<file path="src/design/hds_pkg.sv">
package hds_pkg;

   // Field widths fixed by the stream format
   localparam int VAL_W     = 18;   // signed Q2.16 temperature
   localparam int FRAC_W    = 16;   // fraction bits of values and ratios
   localparam int IDX_W     = 8;    // row / column index on the result channel
   localparam int COEF_W    = 15;   // unsigned Q0.16 ratio, below one half
   localparam int SIZE_W    = 9;    // grid size register
   localparam int SUM_W     = VAL_W + 1;
   localparam int CSR_IDX_W = 2;
   localparam int CSR_DAT_W = COEF_W;

   // Register indexes
   localparam logic [CSR_IDX_W-1:0] CSR_COEF_X    = 2'd0;
   localparam logic [CSR_IDX_W-1:0] CSR_COEF_Y    = 2'd1;
   localparam logic [CSR_IDX_W-1:0] CSR_GRID_ROWS = 2'd2;
   localparam logic [CSR_IDX_W-1:0] CSR_GRID_COLS = 2'd3;

   typedef logic signed [VAL_W-1:0] val_type;
   typedef logic signed [SUM_W-1:0] sum_type;

   // What travels with a cell through the arithmetic pipeline
   typedef struct packed {
      logic             up;        // a result for the row above is due
      logic             interior;  // row above is an interior cell here
      logic             last_row;  // cell is on the last row: echo it too
      logic             last;      // echoed cell closes the grid
      logic [IDX_W-1:0] up_row;
      logic [IDX_W-1:0] row;
      logic [IDX_W-1:0] col;
   } tag_type;

   typedef struct packed {
      val_type          value;
      logic [IDX_W-1:0] row;
      logic [IDX_W-1:0] col;
      logic             last;
   } rsp_type;

endpackage

</file>
<file path="src/design/hds_outq.sv">
module hds_outq
   import hds_pkg::*;
(
   input  logic    clock,
   input  logic    reset,
   input  logic    push0,
   input  logic    push1,
   input  rsp_type rsp0,
   input  rsp_type rsp1,
   output logic    adv,
   output logic    rsp_valid,
   input  logic    rsp_ready,
   output rsp_type rsp
);

   localparam int OQ_DEPTH = 4;
   localparam int OQ_AW    = $clog2(OQ_DEPTH);
   localparam logic [OQ_AW:0] ADV_MAX = (OQ_AW + 1)'(OQ_DEPTH - 2);

   rsp_type          entry_ff [OQ_DEPTH];
   logic [OQ_AW-1:0] wr_ptr_ff, wr_ptr_in, rd_ptr_ff, rd_ptr_in;
   logic [OQ_AW:0]   count_ff, count_in;
   logic [OQ_AW-1:0] wr_ptr_nx;
   logic [1:0]       n_push;
   logic             pop;
   rsp_type          first;

   always_comb begin
      pop       = rsp_valid && rsp_ready;
      first     = push0 ? rsp0 : rsp1;
      n_push    = {1'b0, push0} + {1'b0, push1};
      wr_ptr_nx = wr_ptr_ff + 1'b1;
      wr_ptr_in = wr_ptr_ff + OQ_AW'(n_push);
      rd_ptr_in = rd_ptr_ff + OQ_AW'(pop);
      count_in  = count_ff + (OQ_AW + 1)'(n_push) - (OQ_AW + 1)'(pop);
   end

   always_ff @(posedge clock) begin
      if (reset) begin
         wr_ptr_ff <= '0;
         rd_ptr_ff <= '0;
         count_ff  <= '0;
      end else begin
         wr_ptr_ff <= wr_ptr_in;
         rd_ptr_ff <= rd_ptr_in;
         count_ff  <= count_in;
      end
   end

   always_ff @(posedge clock) begin
      if (push0 || push1) begin
         entry_ff[wr_ptr_ff] <= first;
      end
      if (push0 && push1) begin
         entry_ff[wr_ptr_nx] <= rsp1;
      end
   end

   // Keep room for the two beats a last-row cell can raise
   assign adv       = count_ff <= ADV_MAX;
   assign rsp_valid = count_ff != '0;
   assign rsp       = entry_ff[rd_ptr_ff];

endmodule
</file>
<file path="config.mk">
export PLATFORM = sky130hd
export DESIGN_NAME = hds_outq
export DESIGN_NICKNAME = d
export VERILOG_FILES = /design/src/design/hds_pkg.sv /design/src/design/hds_outq.sv
export SDC_FILE = /design/constraint.sdc
export NUM_CORES = 1
export LEC_CHECK = 0
export BUFFER_PORTS_ARGS = -buffer_cell sky130_fd_sc_hd__buf_4
export CAP_MARGIN = 20
export CORE_ASPECT_RATIO = 1.2
export CORE_MARGIN = 5
export CORE_UTILIZATION = 58
export CTS_CLUSTER_SIZE = 40
export DETAILED_ROUTE_END_ITERATION = 7
export PLACE_DENSITY = 0.77
export RECOVER_POWER = 100
export SLEW_MARGIN = 20
export SYNTH_ARGS = -nofsm -noshare
export SYNTH_HDL_FRONTEND = slang
export SYNTH_SLANG_ARGS = --single-unit
</file>
<file path="constraint.sdc">
create_clock -name clock -period 6.5 [get_ports clock]
set_input_delay 0.975 -clock clock [delete_from_list [all_inputs] [get_ports clock]]
set_output_delay 0.975 -clock clock [all_outputs]
set_load 0.005 [all_outputs]
</file>
**Yosys cells after proc, flatten, opt, wreduce, memory -nomap -nowiden**

Memories as Yosys holds them, arrays and structs flattened. A register that Yosys moved wholly into a read port is not among the register bits.
Cells that the tools add are included.

- $add $sub $neg: 6
- Order comparisons: 1
- Multiplexer cells: 6
- Reductions and logical operators: 4

Operator list:

| cell | number |
|---|---|
| 35-bit 2-to-1 mux | 1 |
| 1-bit 2-to-1 mux | 4 |
| 3-bit by 2-bit adder with 3-bit output | 1 |
| 3-bit by 2-bit <= comparator with 1-bit output (second input constant) | 1 |
| 3-bit nonzero test | 1 |
| 3-bit by 1-bit subtractor with 3-bit output | 1 |
| 1-bit by 1-bit adder with 2-bit output | 1 |
| 2-bit by 1-bit adder with 2-bit output | 1 |
| 2-bit by 1-bit adder with 2-bit output (second input constant) | 1 |
| 2-bit adder | 1 |
| 1-bit logical AND | 2 |
| 2-bit 2-to-1 mux | 1 |
| 1-bit logical OR | 1 |

- Register bits after elaboration: 7
- Memory bits (writable): 140
- Input bits: 75
- Output and inout port bits: 37
- Logic and storage cells: 21
- Memories kept: 1

Memory list:

| memory | words | width | rd ports | clocked after memory_dff | wr ports | line | text |
|---|---|---|---|---|---|---|---|
| entry_ff | 4 | 35 | 1 | 1 | 2 | hds_outq.sv:20 | `rsp_type entry_ff [OQ_DEPTH];` |

**Logic depth before layout (Yosys ltp)**

- Depth after elaboration: 4
- Gate-level depth with buffers: 11
- Mapped depth without buffers: 9

**Least setup slack after synthesis**

No wires, ideal clock.

- Path type: in2reg
- Start: input push0
- End: memory entry_ff[3][0] (netlist bit) (enable)
- Setup time: 481 ps
- Arrival time: 4405 ps
- Required time: 6019 ps
- Setup slack: 1614 ps
- Stages: 6
- Path buffers: 2
- Cell sequence: buf_2 > clkbuf_1 > inv_1 > ha_1 > nand2b_1 > a21boi_0

RTL lines:

| item | line | text |
|---|---|---|
| start: declaration | hds_outq.sv:6 | `input logic push0,` |
| end: declaration | hds_outq.sv:20 |  |

==> summary.md <==
| Metric | Value |
|---|---|
| Clock skew | `13.59 ps` |
| Synth Instances | `560` |
| Slew headroom | `-0.3660` |
| Ys Warns | `0` |
| DRT iter0 DRCs | `between 500 and 600` |
| Clk_lat worst skew | `420 ps` |
| Htree depth | `4` |
| Met1 global-route usage | `0.2931` |
| CP Data Required Time | `6500 ps` |
| Power Density | `335.6 nW/µm²` |
| Endpoints failing hold | `0` |
| GRT overflow | `0` |
| Internal | `2.200 mW` |
| Final Setup Violations | `0` |
| Synth cell types | `30` |
| Mapped cell area | `slightly below 8000 µm²` |
| VDD IR max | `167.1 µV` |
| #FFs+latches synth | `147` |
| Min cycle time layout | `4772 ps` |
| Storage cell area | `4347 µm²` |
| WHS Endpoint | `count_ff[0]$_SDFF_PP0_` |
| Area of the multi-input gates | `3039 µm²` |
| Area after DPL | `8717 µm²` |
| CTS clk-pin slew, worst paths | `60 ps` |
| Syn Area/Cell | `14.17 µm²` |
| Starting Density | `0.5944` |
| Gr usage total | `0.2378` |
| RR Startpoint | `wr_ptr_ff[1]$_SDFF_PP0_` |
| Commonest non-fill, non-tap cell in the layout | `edfxtp_1` |
| Antenna viol nets, final | `0` |
| DIE AREA | `16130 µm²` |
| Comb power frac | `0.268` |
| Crit-path slowest cell | `or2_1` |
| Sw frac | `0.2767` |
| Max Slew Vio Count | `218` |
| GRT busiest layer | `met2` |
| CORE AREA | `13350 µm²` |
| Global Route met2 Usage | `0.4025` |
| Reg-to-reg slack, setup | `2160 ps` |
| GPL Wtd Cong | `0.8032` |
| Postcts setup bufs | `0` |
| Die Wd | `116.8 µm` |
| Ys flop type | `edfxtp_1` |
| Crit path max fanout | `72` |
| First-pass GRT wire length | `29760 µm` |
| RR Endpoint | `entry_ff[0][22]$_DFFE_PP_` |
| Crit. End Element | `flip-flop` |
| CTS buffer count | `17` |
| Sequential share of power | `0.425` |
| Hpwl dp | `11350 µm` |
| Met3 Use GR | `0.05456` |
| Min-delay src | `count_ff[0]$_SDFF_PP0_` |
| Clock share of power | `0.308` |
| Layout cells sized above 1 | `0.2783` |
| Commonest cells after routing, fill and taps aside | `edfxtp_1 (140), o221ai_1 (139), buf_4 (80), nand2b_1 (72), nand2_1 (70)` |
| Final wirelength | `19000 µm` |
| Reg2reg path depth | `3` |
| Clk sinks | `about 150` |
| Highest clock rate | `209.6 MHz` |
| DRC viols | `0` |
| Cells on Worst Hold Path | `2` |
| Layout Nets | `724` |
| # rows | `between 40 and 50` |
| Core Util, Final | `0.6786` |
| Ports | `between 100 and 150` |
| Antenna violations before repair | `0` |
| Via count of the routed design | `5630` |
| Max clock buf depth | `2` |
| Final Cycle Share | `0.7342` |
| Total negative slack | `0 ps` |
| Seq/Total Area, Yosys | `0.5474` |
| CP arrival | `4770 ps` |
| Number of antenna diodes | `0` |
| Largest net degree at the start of global routing | `73` |
| Synth async-reset ratio | `0` |
| Min-delay worst type | `reg -> reg` |
| Failing checks | `capacitance limit, slew limit` |
| Hold-fix buffers at CTS | `0` |
| Area delta synth->final | `14.17%` |
| Vias per inst | `6.849` |
| Max cap viols | `6` |
| Clock Tree Root | `clkbuf_16` |
| Final instance area | `about 9100 µm²` |
| Vias in the first global route | `5777` |
| Outcome | `complete, but fails checks` |
| Psw | `841.4 µW` |
| RSZ-0062 raised after global routing | `no` |
| Leakage | `3.150 nW` |
| Worst-margin pin slew | `2049 ps` |
| Buffers added on ports | `111` |
| Max stage delay on crit path | `about 1400 ps` |
| CTS resizes | `0` |
| Startpoint Class | `input port` |
| Critical path class | `in -> reg` |
| CTS tree | `done` |
| Detailed-route wire length per cell | `23.11 µm` |
| Number of synthesized flops with an enable pin | `140` |
| Drt pass-1 iters | `5` |
| Die H | `roughly 140 µm` |
| Worst-path cell chain | `buf_4, ha_1, and3_1, or2_1` |
| Fillers | `980` |
| Syn_nets | `643` |
==> metal layers <==
| metal | vias to the layer above | wire, µm |
|---|---|---|
| li1 | 2504 | - |
| met1 | 2779 | 6975 |
| met2 | 309 | 9913 |
| met3 | 38 | 1779 |
| met4 | 0 | 326 |
| met5 | - | 0 |
==> how the worst max path moves through the flow <==
stage                                endpoint  start  slack [ps]
global route         entry_ff[0][2]$_DFFE_PP_  push0        1500
detailed placement  entry_ff[3][22]$_DFFE_PP_  push0        2220
global placement    entry_ff[3][22]$_DFFE_PP_  push0        2360
CTS                 entry_ff[3][34]$_DFFE_PP_  push0        2660
finish              entry_ff[0][22]$_DFFE_PP_  push0        1730
floorplan            entry_ff[3][0]$_DFFE_PP_  push0        1610
==> area by class of cell <==
cell class,instances,share of cell area
clock buffer,18,0.04736
clock inverter,14,0.01533
inverter,8,0.003314
multi-input combinational,349,0.3354
sequential,147,0.4797
tap,168,0.02320
timing repair buffer,118,0.09569
==> cells by family after synthesis <==
kind of cell,Yosys count,synth area share
muxes,35,0.09932
buffers and inverters,64,0.04872
and+or+nand+nor,159,0.1037
xor gates and xnor gates,3,0.006779
AOI/OAI and AO/OA,144,0.1805
DFF,147,0.5474
adders and majority gates,8,0.01356
==> state kept, by name, indices dropped and copies added, names as in the netlist <==
signal and cells:
rd_ptr_ff 2, entry_ff 140, count_ff 3, wr_ptr_ff 2
==> stage by stage <==
stage	hold WS [ps]	setup slack, ps	std cells	power, mW
after CTS	626.0	2660	822	3.095
after global placement	593.7	2365	790	2.144
after global routing	671.7	1505	822	3.167
after floorplan	560.4	1614	560	1.836
after detailed placement	601.8	2225	790	2.171
final	621.8	1728	822	3.041
==> cell usage after synthesis (7+ instances only) <==
library cell,number,share of area
edfxtp_1,140,0.53
o221ai_1,111,0.12
nand2b_1,72,0.057
nand2_1,71,0.034
mux4_2,35,0.099
o221ai_2,29,0.055
buf_2,24,0.015
clkbuf_1,11,0.0052
buf_4,10,0.0095
buf_6,9,0.013
inv_1,8,0.0038
dfxtp_1,7,0.018
ha_1,7,0.011
==> worst max-delay path: cells and delay by family <==
| kind | cells | cell delay, ps |
|---|---|---|
| and+or+nand+nor | 2 | 2760 |
| adders and majority gates | 1 | 460 |
| buffers and inverters | 1 | 550 |
==> power groups by stage <==
stage          Clock (mW)  Sequential [mW]  Combinational (mW)
2_1_floorplan           0             1.25               0.586
3_3_place_gp            0             1.30               0.842
3_5_place_dp            0             1.31               0.858
4_1_cts             0.939             1.29               0.862
5_1_grt             0.978             1.31               0.879
6_report            0.936             1.29               0.814
Power figures use the tool's default switching activity.
