## src/design/hds_pkg.sv

```systemverilog
package hds_pkg;

   // Field widths fixed by the stream format
   localparam int VAL_W     = 18;   // signed Q2.16 temperature
   localparam int FRAC_W    = 16;   // fraction bits of values and ratios
   localparam int IDX_W     = 8;    // row / column index on the result channel
   localparam int COEF_W    = 15;   // unsigned Q0.16 ratio, below one half
   localparam int SIZE_W    = 9;    // grid size register
   localparam int SUM_W     = VAL_W + 1;
   localparam int CSR_IDX_W = 2;
   localparam int CSR_DAT_W = COEF_W;

   // Register indexes
   localparam logic [CSR_IDX_W-1:0] CSR_COEF_X    = 2'd0;
   localparam logic [CSR_IDX_W-1:0] CSR_COEF_Y    = 2'd1;
   localparam logic [CSR_IDX_W-1:0] CSR_GRID_ROWS = 2'd2;
   localparam logic [CSR_IDX_W-1:0] CSR_GRID_COLS = 2'd3;

   typedef logic signed [VAL_W-1:0] val_type;
   typedef logic signed [SUM_W-1:0] sum_type;

   // What travels with a cell through the arithmetic pipeline
   typedef struct packed {
      logic             up;        // a result for the row above is due
      logic             interior;  // row above is an interior cell here
      logic             last_row;  // cell is on the last row: echo it too
      logic             last;      // echoed cell closes the grid
      logic [IDX_W-1:0] up_row;
      logic [IDX_W-1:0] row;
      logic [IDX_W-1:0] col;
   } tag_type;

   typedef struct packed {
      val_type          value;
      logic [IDX_W-1:0] row;
      logic [IDX_W-1:0] col;
      logic             last;
   } rsp_type;

endpackage

```

## src/design/hds_calc.sv

```systemverilog
module hds_calc
   import hds_pkg::*;
(
   input  logic              clock,
   input  logic              reset,
   input  logic              adv,
   input  logic [COEF_W-1:0] coef_x,
   input  logic [COEF_W-1:0] coef_y,
   input  logic              in_valid,
   input  tag_type           in_tag,
   input  val_type           in_centre,
   input  val_type           in_south,
   input  sum_type           in_ns,
   input  sum_type           in_we,
   output logic              push0,
   output logic              push1,
   output rsp_type           rsp0,
   output rsp_type           rsp1
);

   localparam int AC_W  = VAL_W;                 // centre weight, signed
   localparam int PC_W  = AC_W + VAL_W;
   localparam int PN_W  = COEF_W + 1 + SUM_W;
   localparam int ACC_W = PC_W + 1;
   localparam int Q_W   = ACC_W - FRAC_W;

   localparam logic signed [ACC_W-1:0] RND   = ACC_W'(1) <<< (FRAC_W - 1);
   localparam logic signed [Q_W-1:0]   Q_MAX = Q_W'((2 ** (VAL_W - 1)) - 1);
   localparam logic signed [Q_W-1:0]   Q_MIN = Q_W'(-(2 ** (VAL_W - 1)));
   localparam logic signed [AC_W-1:0]  ONE   = AC_W'(2 ** FRAC_W);

   // Centre weight 1 - 2(cx+cy), refreshed every cycle from the registers
   logic signed [AC_W-1:0] ac_ff;
   logic [COEF_W:0]        coef_sum;

   always_comb begin
      coef_sum = {1'b0, coef_x} + {1'b0, coef_y};
   end

   always_ff @(posedge clock) begin
      ac_ff <= ONE - $signed({1'b0, coef_sum, 1'b0});
   end

   // Product stage
   logic                   d_valid_ff;
   tag_type                d_tag_ff;
   val_type                d_centre_ff, d_south_ff;
   logic signed [PC_W-1:0] d_pc_ff;
   logic signed [PN_W-1:0] d_px_ff, d_py_ff;

   always_ff @(posedge clock) begin
      if (reset) begin
         d_valid_ff <= 1'b0;
      end else if (adv) begin
         d_valid_ff <= in_valid;
      end
   end

   always_ff @(posedge clock) begin
      if (adv && in_valid) begin
         d_tag_ff    <= in_tag;
         d_centre_ff <= in_centre;
         d_south_ff  <= in_south;
         d_pc_ff     <= ac_ff * in_centre;
         d_px_ff     <= $signed({1'b0, coef_x}) * in_ns;
         d_py_ff     <= $signed({1'b0, coef_y}) * in_we;
      end
   end

   // Sum, round half up, saturate
   logic signed [ACC_W-1:0] acc;
   logic signed [Q_W-1:0]   q;
   val_type                 sat;

   always_comb begin
      acc = ACC_W'(d_pc_ff) + ACC_W'(d_px_ff) + ACC_W'(d_py_ff) + RND;
      q   = Q_W'(acc >>> FRAC_W);
      if (q > Q_MAX) begin
         sat = VAL_W'(Q_MAX);
      end else if (q < Q_MIN) begin
         sat = VAL_W'(Q_MIN);
      end else begin
         sat = VAL_W'(q);
      end

      rsp0.value = d_tag_ff.interior ? sat : d_centre_ff;
      rsp0.row   = d_tag_ff.up_row;
      rsp0.col   = d_tag_ff.col;
      rsp0.last  = 1'b0;

      rsp1.value = d_south_ff;
      rsp1.row   = d_tag_ff.row;
      rsp1.col   = d_tag_ff.col;
      rsp1.last  = d_tag_ff.last;

      push0 = adv && d_valid_ff && d_tag_ff.up;
      push1 = adv && d_valid_ff && d_tag_ff.last_row;
   end

endmodule

```

## config.mk

```make
export PLATFORM = sky130hd
export DESIGN_NAME = hds_calc
export DESIGN_NICKNAME = d
export VERILOG_FILES = /design/src/design/hds_pkg.sv /design/src/design/hds_calc.sv
export SDC_FILE = /design/constraint.sdc
export NUM_CORES = 2
export LEC_CHECK = 0
export ABC_CLOCK_PERIOD_IN_PS = 16520
export BUFFER_PORTS_ARGS = -buffer_cell sky130_fd_sc_hd__buf_2
export CORE_MARGIN = 2
export CORE_UTILIZATION = 30
export DETAILED_ROUTE_END_ITERATION = 6
export PLACE_DENSITY = 0.52
export SYNTH_ARGS = -nofsm -noshare
export SYNTH_HDL_FRONTEND = slang
export SYNTH_SLANG_ARGS = --single-unit
```

## constraint.sdc

```tcl
create_clock -name clock -period 16.52 [get_ports clock]
set_input_delay 0.826 -clock clock [delete_from_list [all_inputs] [get_ports clock]]
set_output_delay 0.826 -clock clock [all_outputs]
set_load 0.05 [all_outputs]
```

# Yosys cells after proc, flatten, opt, wreduce, memory -nomap -nowiden
# Index checks and enable logic that the tools add are counted.
# word_totals
regBits	189
out_inout_bits	72
wordCells	31
in_bits	136
# classes
reduce_logical	4
order_cmp	2
add_sub_neg	5
n_mul	3
mux	3
# op_table
operator	count
multiplier 16 x 19 -> 35 bit	2
two-way mux 18 bit	3
adder 36 x 35 -> 37 bit	1
adder 37 x 17 -> 37 bit, second input constant	1
adder 37 x 35 -> 37 bit	1
multiplier 18 x 18 -> 36 bit	1
greater-than comparator 21 x 18 -> 1 bit, second input constant	1
< comparator 21 x 18 -> 1 bit, second input constant	1
subtractor 17 x 17 -> 18 bit, first input constant	1
adder 15 x 15 -> 16 bit	1
logical AND 1 bit	4

# Depth between registers and ports, before layout
# depth
word_depth	7
depth_mapped	26
ltp_nobuf	24

# Worst setup path after synthesis
# No wires, ideal clock.
# synth_timing
path_type	input to register
start	input coef_x[7]
end	register d_px_ff[34] (data pin)
n_path_buf	2
t_required_ns	16.252
path_slack_ns	9.586
t_arrival_ns	6.666
setup_time_ns	0.268
cell_stages	23
path_cell_list	clkbuf_1 > clkbuf_1 > nand2_1 > fa_1 > inv_1 > fa_1 > inv_1 > fa_1 > inv_1 > fa_1 > fa_1 > inv_1 > fa_1 > inv_1 > ha_1 > and4_1 > a221o_1 > a32oi_1 > a21oi_1 > o41ai_2 > o31ai_1 > o41ai_1 > xnor2_1
# synth_via
elab_chain_len	1
# synth_rtl
item	line_no	text
from (decl)	hds_calc.sv:7	input logic [COEF_W-1:0] coef_x,
multiplier 16 x 19 -> 35 bit	hds_calc.sv:65	d_px_ff <= $signed({1'b0, coef_x}) * in_ns;
to (signal assigned)	hds_calc.sv:65	
to (decl)	hds_calc.sv:49	logic signed [PN_W-1:0] d_px_ff, d_py_ff;
# Every way passes these cells.
# A chain may end at the register's enable or synchronous reset.

# Final worst setup path
# layout_timing
start	register ac_ff[6]
end	register d_pc_ff[34] (data pin)
# layout_via
elab_chain_len	1
# layout_rtl
item	line_no	text
from (decl)	hds_calc.sv:33	logic signed [AC_W-1:0] ac_ff;
from (signal assigned)	hds_calc.sv:41	ac_ff <= ONE - $signed({1'b0, coef_sum, 1'b0});
multiplier 18 x 18 -> 36 bit	hds_calc.sv:64	d_pc_ff <= ac_ff * in_centre;
to (signal assigned)	hds_calc.sv:64	
to (decl)	hds_calc.sv:48	logic signed [PC_W-1:0] d_pc_ff;
# Every way passes these cells.

==> flow_metrics.py <==
metrics = {
    "sta": {
        "slew_viol_final": 0,
        "finalCriticalPeriod_ns": 7.08,
        "final.setup.worst_slack_ns": 9.44,
        "setup_tns_ns": 0,
        "setup_violations": 0,
        "max_freq_mhz": 141,
        "worst_clock_skew_ns": 0.0102,
        "relSlewSlack_pct": 21.4,
        "holdWs_ns": 0.504,
        "hold_viol_final": 0,
        "post-route-period-util_pct": 42.9,
        "rsz0062_at_grt": "no",
        "worst_slew_pin_slew_ns": 1.18,
    },
    "worst_setup_path": {
        "rr_endpoint": "d_pc_ff[34]",
        "cp.arrival_ns": 7.37,
        "reg2regPathDepth": 20,
        "startpoint_type": "flip-flop",
        "worstSetupEndpointType": "flip-flop",
        "r2r_start": "ac_ff[6]",
        "ff2ff_setup_slack_ns": 9.44,
        "critPathMaxFanout": 18,
        "cp.required_ns": 16.80,
        "worstSetupPathType": "reg -> reg",
    },
    "synthesis": {
        "yosys_warnings": 0,
        "ys_seq_area_share_pct": 12.7,
        "yosys_most_used_dff": "edfxtp_1",
        "ys_types": 85,
        "syn-num-nets": 5793,
        "synth-edff-count": 169,
        "synthCells": 4388,
        "netlist_area_um2": 42700,
        "syn_avg_cell_area_um2": 9.72,
        "synth_seq_cells": 187,
        "ys_async_sr_fraction_pct": 0,
    },
    "clocking": {
        "cts_num_sinks": 187,
        "cts_hold_buf": 0,
        "clock_latency_ns": 0.46,
        "clockRootBuffer": "clkbuf_16",
        "post_cts_resized": 0,
        "cts_tree": "done",
        "cts_max_path_buffers": 2,
        "numCtsBuffers": 17,
        "post_cts_buffers": 0,
        "htreeDepth": 4,
        "path_clk_slew_ns": 0.08,
    },
    "drt": {
        "dr.pass1.iters": 5,
        "wl_per_cell_um": 18.1,
        "wirelength_um": 115000,
        "via_per_inst": 4.55,
        "drc_errors": 0,
        "vias": 28900,
        "ant_nets": 0,
        "drtIter0Drc": 1544,
    },
    "worst_hold_path": {
        "hp-start": "d_valid_ff",
        "hold_end": "d_valid_ff",
        "worstHoldPathCells": 2,
        "hp-class": "reg -> reg",
    },
    "placed_design": {
        "dp.cells": 6323,
        "pre_cts_ws_ns": 9.02,
        "io_buffers": 206,
        "place.gp.congestion": 0.842,
        "hpwl_um": 92900,
    },
    "global_routing": {
        "grt_max_degree": 69,
        "grt.total_usage_pct": 16.3,
        "grt_pass1_vias": 31400,
        "overflow": 0,
        "grt_pass1_wl_um": 186000,
        "grt_antenna_before_repair": 8,
    },
    "floorplan": {
        "io_pins": 208,
        "die_h_um": 381,
        "core-area_um2": 141000,
        "die_x_um": 381,
        "initial_utilization_pct": 30.2,
        "die_area_um2": 145000,
        "row_count": 138,
    },
    "layout": {
        "drive_gt1_share_pct": 6.32,
        "final_cell_count_no_fill": 6355,
        "nFillCells": 14600,
        "syn_to_final_growth_pct": 7.82,
        "nets": 5857,
        "diodes": 0,
    },
    "flow_run": {
        "max_cap_viol_count": 0,
    },
    "run_status": {
        "status": "finished, final reports clean",
    },
}
[state kept, by name, indices dropped and copies added, names as in the netlist]
name and count:
d_tag_ff 3, ac_ff 17, rsp0 16, d_px_ff 35, d_py_ff 35, d_pc_ff 35, rsp1 9, d_south_ff 18
d_centre_ff 18, d_valid_ff 1
[layout make-up]
cell class | instances | area, µm² | share of cell area, %
flip-flops and latches | 187 | 5440 | 11.8
repair buffers | 219 | 1130 | 2.45
clock inverters | 14 | 185 | 0.403
inverters | 1105 | 4150 | 9.02
multi-input cells | 2922 | 32300 | 70.2
well taps | 1890 | 2360 | 5.14
clock buffers | 18 | 439 | 0.955
[Yosys cell counts (5+ instances only)]
master / n / area share [%]
edfxtp_1: 169 / 12
nor2b_1: 13 / 0.19
xor2_1: 38 / 0.78
a21oi_1: 110 / 1.3
and2_1: 422 / 6.2
o21ai_1: 13 / 0.15
o31ai_1: 6 / 0.11
o211ai_1: 9 / 0.16
buf_4: 35 / 0.62
nor4_1: 7 / 0.10
nand3_1: 19 / 0.22
ha_1: 349 / 10
o21ai_0: 44 / 0.52
clkbuf_1: 132 / 1.2
nand2_1: 497 / 4.4
nand2b_1: 21 / 0.31
a21o_1: 47 / 0.83
nor3_1: 30 / 0.35
nand4_1: 16 / 0.23
buf_1: 6 / 0.053
and3_1: 15 / 0.22
o21a_1: 13 / 0.23
o41ai_1: 5 / 0.10
o21bai_1: 15 / 0.26
or3_1: 11 / 0.16
a211oi_1: 8 / 0.14
fa_1: 920 / 43
xnor2_1: 109 / 2.2
nor2_1: 82 / 0.72
a221o_1: 18 / 0.42
dfxtp_1: 18 / 0.84
a31oi_1: 6 / 0.088
inv_1: 1104 / 9.7
[worst max-delay path: stages, from the launching register on]
cell      delay, ns
dfxtp_1        1.10
nand2_1        0.19
fa_1           0.60
inv_1          0.06
fa_1           0.40
fa_1           0.48
inv_1          0.05
fa_1           0.47
fa_1           0.43
fa_1           0.54
inv_1          0.05
ha_1           0.36
a21oi_1        0.15
o22ai_1        0.23
nor3_1         0.11
or3b_2         0.47
a21oi_1        0.31
o21a_1         0.26
a311oi_1       0.14
or3_1          0.39
o311ai_1       0.08
[worst max path at each step]
stage / cells past startpoint / slack [ns] / endpoint / from
floorplan: 23 / 9.59 / d_px_ff[34] / coef_x[7]
global placement: 23 / 9.06 / d_py_ff[31] / coef_y[7]
detailed placement: 19 / 9.02 / d_px_ff[34] / coef_x[1]
CTS: 20 / 9.42 / d_pc_ff[34] / ac_ff[6]
global route: 20 / 9.05 / d_pc_ff[34] / ac_ff[6]
finish: 20 / 9.44 / d_pc_ff[34] / ac_ff[6]
[logic make-up (layout without fill, tap and decap cells)]
kind of cell             Yosys count  in the layout  synth area share, %
buffers and inverters           1279           1356                 11.6
adder cells (fa/ha/maj)         1269           1269                 53.4
AND/OR/NAND/NOR                 1158           1158                 13.6
AO/OA/AOI/OAI                    345            345                 5.59
flip-flops                       187            187                 12.7
XOR/XNOR                         147            147                 3.02
multiplexers                       2              2               0.0499
other                              1              1              0.00879
[routing by layer]
layer	GRT usage (%)	wire length, µm	vias to the layer above
met5	0	34	-
met4	2.31	1020	6
met3	1.16	4190	74
met2	26.8	53600	545
met1	24.1	56200	15000
li1	-	-	13200
[cells in the final DEF (no fill, tap or decap), types with 7 or more instances in the layout]
cell type / count
o21a_1: 13
a21o_1: 47
ha_1: 349
or3_1: 11
fa_1: 920
buf_2: 206
nand2b_1: 21
inv_1: 1104
edfxtp_1: 169
o21bai_1: 15
nand3_1: 19
xor2_1: 38
clkbuf_16: 17
dfxtp_1: 18
o21ai_0: 44
and2_1: 421
nor2_1: 82
o211ai_1: 9
nor2b_1: 13
nand4_1: 16
xnor2_1: 109
nor4_1: 7
and3_1: 15
a211oi_1: 8
a21oi_1: 110
buf_4: 13
o21ai_1: 13
nor3_1: 30
nand2_1: 497
a221o_1: 18
[through the flow]
step	cell area, µm²	util [%]
after global routing	46000	32.5
after floorplan	42700	-
after CTS	46000	32.5
after global placement	45400	32.1
after detailed placement	45400	32.1
final	46000	32.5
Power is left out: the tool's default activity adds up to more than one toggle a clock period on the data nets, which glitch-free logic cannot reach.
